`src/atcw_pkg.sv`:
```
// shared constants and types for the ansi text console writer
package atcw_pkg;

    localparam int COLUMNS = 128;
    localparam int ROWS    = 32;
    localparam int COL_W   = $clog2(COLUMNS);
    localparam int ROW_W   = 5;
    localparam int ADDR_W  = 12;
    localparam int CELLS   = ROWS * COLUMNS;
    localparam int CELL_W  = 16;

    localparam logic [7:0]       RST_DEFAULT_ATTR = 8'h02;
    localparam logic [ROW_W-1:0] RST_BOTTOM_ROW   = 5'd27;
    localparam logic [ROW_W-1:0] RST_SCROLL_TOP   = 5'd12;
    localparam logic [6:0]       RST_RIGHT_LIMIT  = 7'd99;
    localparam logic [ROW_W-1:0] RST_ROW_POS      = 5'd12;

    typedef struct packed {
        logic [7:0]       default_attr;
        logic [ROW_W-1:0] bottom_row;
        logic [ROW_W-1:0] scroll_top;
        logic [6:0]       right_limit;
    } t_cfg;

endpackage

```
`src/atcw_cfg.sv`:
```
// apb configuration registers of the console writer
module atcw_cfg
    import atcw_pkg::*;
(
    input  logic        i_clk,
    input  logic        i_rst_n,
    input  logic        psel,
    input  logic        penable,
    input  logic        pwrite,
    input  logic [3:0]  paddr,
    input  logic [31:0] pwdata,
    output logic [31:0] prdata,
    output logic        pready,
    output t_cfg        o_cfg
);

    localparam logic [1:0] REG_DEFAULT_ATTR = 2'd0;
    localparam logic [1:0] REG_BOTTOM_ROW   = 2'd1;
    localparam logic [1:0] REG_SCROLL_TOP   = 2'd2;
    localparam logic [1:0] REG_RIGHT_LIMIT  = 2'd3;

    t_cfg       r_cfg;
    logic       wr_en;
    logic [1:0] reg_idx;

    assign pready  = 1'b1;
    assign wr_en   = psel & penable & pwrite;
    assign reg_idx = paddr[3:2];
    assign o_cfg   = r_cfg;

    always_ff @(posedge i_clk) begin
        if (!i_rst_n) begin
            r_cfg.default_attr <= RST_DEFAULT_ATTR;
            r_cfg.bottom_row   <= RST_BOTTOM_ROW;
            r_cfg.scroll_top   <= RST_SCROLL_TOP;
            r_cfg.right_limit  <= RST_RIGHT_LIMIT;
        end else if (wr_en) begin
            unique case (reg_idx)
                REG_DEFAULT_ATTR: r_cfg.default_attr <= pwdata[7:0];
                REG_BOTTOM_ROW:   r_cfg.bottom_row   <= pwdata[ROW_W-1:0];
                REG_SCROLL_TOP:   r_cfg.scroll_top   <= pwdata[ROW_W-1:0];
                REG_RIGHT_LIMIT:  r_cfg.right_limit  <= pwdata[6:0];
                default:          r_cfg              <= r_cfg;
            endcase
        end
    end

    always_comb begin
        unique case (reg_idx)
            REG_DEFAULT_ATTR: prdata = {24'd0, r_cfg.default_attr};
            REG_BOTTOM_ROW:   prdata = {{(32-ROW_W){1'b0}}, r_cfg.bottom_row};
            REG_SCROLL_TOP:   prdata = {{(32-ROW_W){1'b0}}, r_cfg.scroll_top};
            REG_RIGHT_LIMIT:  prdata = {25'd0, r_cfg.right_limit};
            default:          prdata = 32'd0;
        endcase
    end

endmodule

```
`config.mk`:
```
export PLATFORM = sky130hd
export DESIGN_NAME = atcw_cfg
export DESIGN_NICKNAME = d
export VERILOG_FILES = /design/src/atcw_pkg.sv /design/src/atcw_cfg.sv
export SDC_FILE = /design/constraint.sdc
export NUM_CORES = 1
export LEC_CHECK = 0
export BUFFER_PORTS_ARGS = -buffer_cell sky130_fd_sc_hd__buf_2
export CAP_MARGIN = 20
export CORE_UTILIZATION = 45
export CTS_BUF_LIST = sky130_fd_sc_hd__clkbuf_4 sky130_fd_sc_hd__clkbuf_8
export CTS_CLUSTER_SIZE = 28
export DETAILED_ROUTE_END_ITERATION = 8
export GPL_ROUTABILITY_DRIVEN = 0
export GPL_TIMING_DRIVEN = 1
export MAX_ROUTING_LAYER = met4
export PLACE_DENSITY = 0.93
export SLEW_MARGIN = 20
export SYNTH_ARGS = -nofsm -noshare
export SYNTH_HDL_FRONTEND = slang
export SYNTH_SLANG_ARGS = --single-unit
```
`constraint.sdc`:
```
create_clock -name i_clk -period 1.7 [get_ports i_clk]
set_input_delay 0.085 -clock i_clk [delete_from_list [all_inputs] [get_ports i_clk]]
set_output_delay 0.085 -clock i_clk [all_outputs]
set_load 0.01 [all_outputs]
```
# After elaboration in Yosys (flattened, before gate mapping)
# Index checks and enable logic that the tools add are counted.
# classes
muxes	1
n_bitwise	2
reduce_logical	5
eq_ne	3
# ops
cell	n
$pmux W32 S4	1
$reduce_and A2 Y1	4
$eq A2 B2 Y1 const B	2
$and A1 B1 Y1	2
$eq A2 B1 Y1 const B	1
$logic_not A2 Y1	1
# word_totals
reg_bits	25
output_inout_bits	58
word_cells	15

# Depth between registers and ports, before layout
# depth
ltp_word	3
ltp_mapped	4
depth_no_buf	3

# Worst setup path before layout
# No wires, ideal clock.
# synth_timing
path_kind	register to output
startpoint	reg r_cfg (netlist bit o_cfg[9])
endpoint	out prdata[2]
setup_slack_ps	732
stages_incl_launch_ff	2
t_required_ps	1615
n_path_buf	0
t_arrival_ps	883
path_cell_list	dfxtp_1 > mux4_1
# synth_via
elab_chain_cells	1
# synth_lines
element	line	source
from (decl)	atcw_cfg.sv:22	t_cfg r_cfg;
from (signal assigned)	atcw_cfg.sv:43	default: r_cfg <= r_cfg;
$pmux W32 S4	atcw_cfg.sv:49	unique case (reg_idx)
to (decl)	atcw_cfg.sv:12	output logic [31:0] prdata,
# Every way passes these cells. The select of a mux whose other input is x is not followed.

# Worst setup path after layout
# layout_timing
startpoint	reg r_cfg (netlist bit o_cfg[10])
endpoint	out prdata[3]
# The elaborated chain is that of the path after synthesis.

==> reports/results.ini <==
[run_status]
status = complete, but fails checks
failed_checks = design-rule violations

[place]
io_buffers = 47
dp_hpwl_um = 1950
dp_cells = 212

[finish]
fill_cells = 277
fin_util_pct = 55.6
largest_reg_flops = 25
diodes = 0
fin_nets = 229
fin_cells = 218
area_delta_synth_final_pct = 13.2
final_layout_size_suffix_gt1_share_pct = 29.4

[synthesis]
synth-edff-count = 0
ys_seq_elements = 25
ys_async_sr_fraction_pct = 0
syn_inst = 143
seq_area_frac_synth_pct = 35.7
ys_warn_count = 0
syn_area_um2 = 1400
synth_area_leaders = dfxtp_1, mux2i_1, buf_4
synthDominantCellAreaShare_pct = 35.7
synth_cell_types = 24
syn_area_per_cell_um2 = 9.79
yosysMostFrequentCell = buf_4
synth_area_leader_cell = dfxtp_1
ys.flop_type = dfxtp_1
synth_commonest_cells = buf_4, dfxtp_1, nand2_1, mux2i_1, nor2b_1

[worst_hold_path]
hold_path.class = primary input to register
hold_end = o_cfg[23]
min_from = pwdata[6]
hold_path_depth = 3

[die]
die_area_um2 = 3340
start_util_pct = 49.1
fp-row-count = 19
die_h_um = 57.8
ioPinCount = 99
fp.coreArea_um2 = 2850
die_w_um = 57.8

[worst_setup_path]
r2r-start = o_cfg[6]
cp-start-kind = register
r2r_end = o_cfg[6]
path_class = register to output port
rr_worst_depth = 2
end_kind = output port
crit_arrival_ns = 1.35
cp_data_required_time_ns = 1.62
crit_start = o_cfg[10]
crit_fanout = 3
ff2ff_setup_slack_ns = 0.99

[clock_tree]
cts_root_buf = clkbuf_4
post_cts_buffers = 0
clk_path_buf_depth = 2
h-tree-depth = 1
cts_tree = yes
clock-sinks = 25
cts_buffers = 3
clk_pin_slew_ns = 0.15
clk_latency_ns = 0.33

[drt]
vias = 1055
first_pass_iters = 8
drtIter0Drc = 38
routed_wl_um = 2620
post_drt_wl_per_cell_um = 12.0
drc = 6
ant_nets = 0
vias_per_cell = 4.84

[sta]
rsz0062_at_grt = no
relSlewSlack_pct = 64.3
fin_hold_ws_ns = 0.0113
fin_tns_setup_ns = 0
period_share_pct = 84.4
post-route-min-period_ns = 1.44
worst_pin_slew_ns = 0.535
fmax_mhz = 697
slew_viol_final = 0
hold_viol = 0
clock_skew_ns = 0
final-setup-viol-count = 0

[power_and_ir_drop]
powerDensity_nw_per_um2 = 658
leakagePower_nw = 0.772
ir_worst_vdd_uv = 510
power_mw = 1.04

[global_route]
antenna_found_initial = 0
track_usage_pct = 16.0
grt_overflow_total = 0
grt_max_degree = 38
grt_pass1_wl_um = 3930
grt_pass1_vias = 847

[run]
cap_violations = 0

repair_timing:
| item | CTS | global route |
|---|---|---|
| gates resized for setup | 0 | 0 |
| endpoints found under the setup margin | 0 | 0 |
| hold buffers | 2 | 0 |
| endpoints found under the hold margin | 2 | 0 |
where the power goes:
part	internal (mW)	total [mW]	switching [mW]	leakage (nW)
clock	0.0959	0.288	0.192	0.0183
sequential	0.595	0.600	0.00550	0.202
combinational	0.0611	0.156	0.0947	0.552
total	0.752	1.04	0.292	0.772
placed cells by master, fill, tap and decap left out, types with 2 or more instances in the layout:
master	count
buf_2	47
o311ai_0	2
a22o_1	2
mux4_1	5
and2_1	2
dlygate4sd3_1	2
nor2b_1	12
conb_1	25
dfxtp_1	25
inv_1	3
mux2i_1	22
clkbuf_4	3
o21ai_0	3
nand2_1	23
how the worst max path moves through the flow:
stage	to	depth (start not counted)
after global placement	prdata[3]	3
after global routing	prdata[3]	2
after detailed placement	prdata[3]	3
after CTS	prdata[3]	2
final	prdata[3]	2
after floorplan	prdata[2]	1
through the flow:
stage,cell area [um2],setup WS [ns]
final,1590,0.265
after detailed placement,1530,0.515
after CTS,1590,0.253
after global routing,1590,0.212
after global placement,1530,0.526
after floorplan,1490,0.732
kinds of logic (layout without fill, tap and decap cells):
kind of cell    count (synthesis)  in the layout  synth area share (%)
simple gates                   45             45                  17.0
buf+inv                        36             57                  17.5
mux                            27             27                  25.1
flops                          25             25                  35.7
compound gates                  8              8                  4.11
other cells                     2             25                 0.536
worst max-delay path: stages, from the launching register on:
cell,delay [ns]
dfxtp_1,0.36
mux4_1,0.51
buf_2,0.16
area by class of cell:
| cell class | count | area, um2 | area share (%) |
|---|---|---|---|
| Tap cell | 31 | 38.8 | 2.45 |
| Inverter | 3 | 11.3 | 0.710 |
| Multi-Input combinational cell | 105 | 741 | 46.7 |
| Clock inverter | 1 | 8.76 | 0.552 |
| Timing Repair Buffer | 50 | 263 | 16.6 |
| Sequential cell | 25 | 500 | 31.6 |
| Clock buffer | 3 | 22.5 | 1.42 |
per-layer routing:
| metal | global-route usage (%) | wire [um] | up-vias | part of all wire, % |
|---|---|---|---|---|
| met5 | - | 0 | - | 0 |
| met4 | 2.04 | 8 | 0 | 0.31 |
| met3 | 5.13 | 173 | 2 | 6.6 |
| met2 | 27.1 | 1280 | 43 | 49 |
| met1 | 19.2 | 1150 | 492 | 44 |
| li1 | - | - | 518 | - |
No activity file was read; power rests on OpenSTA's default activity.
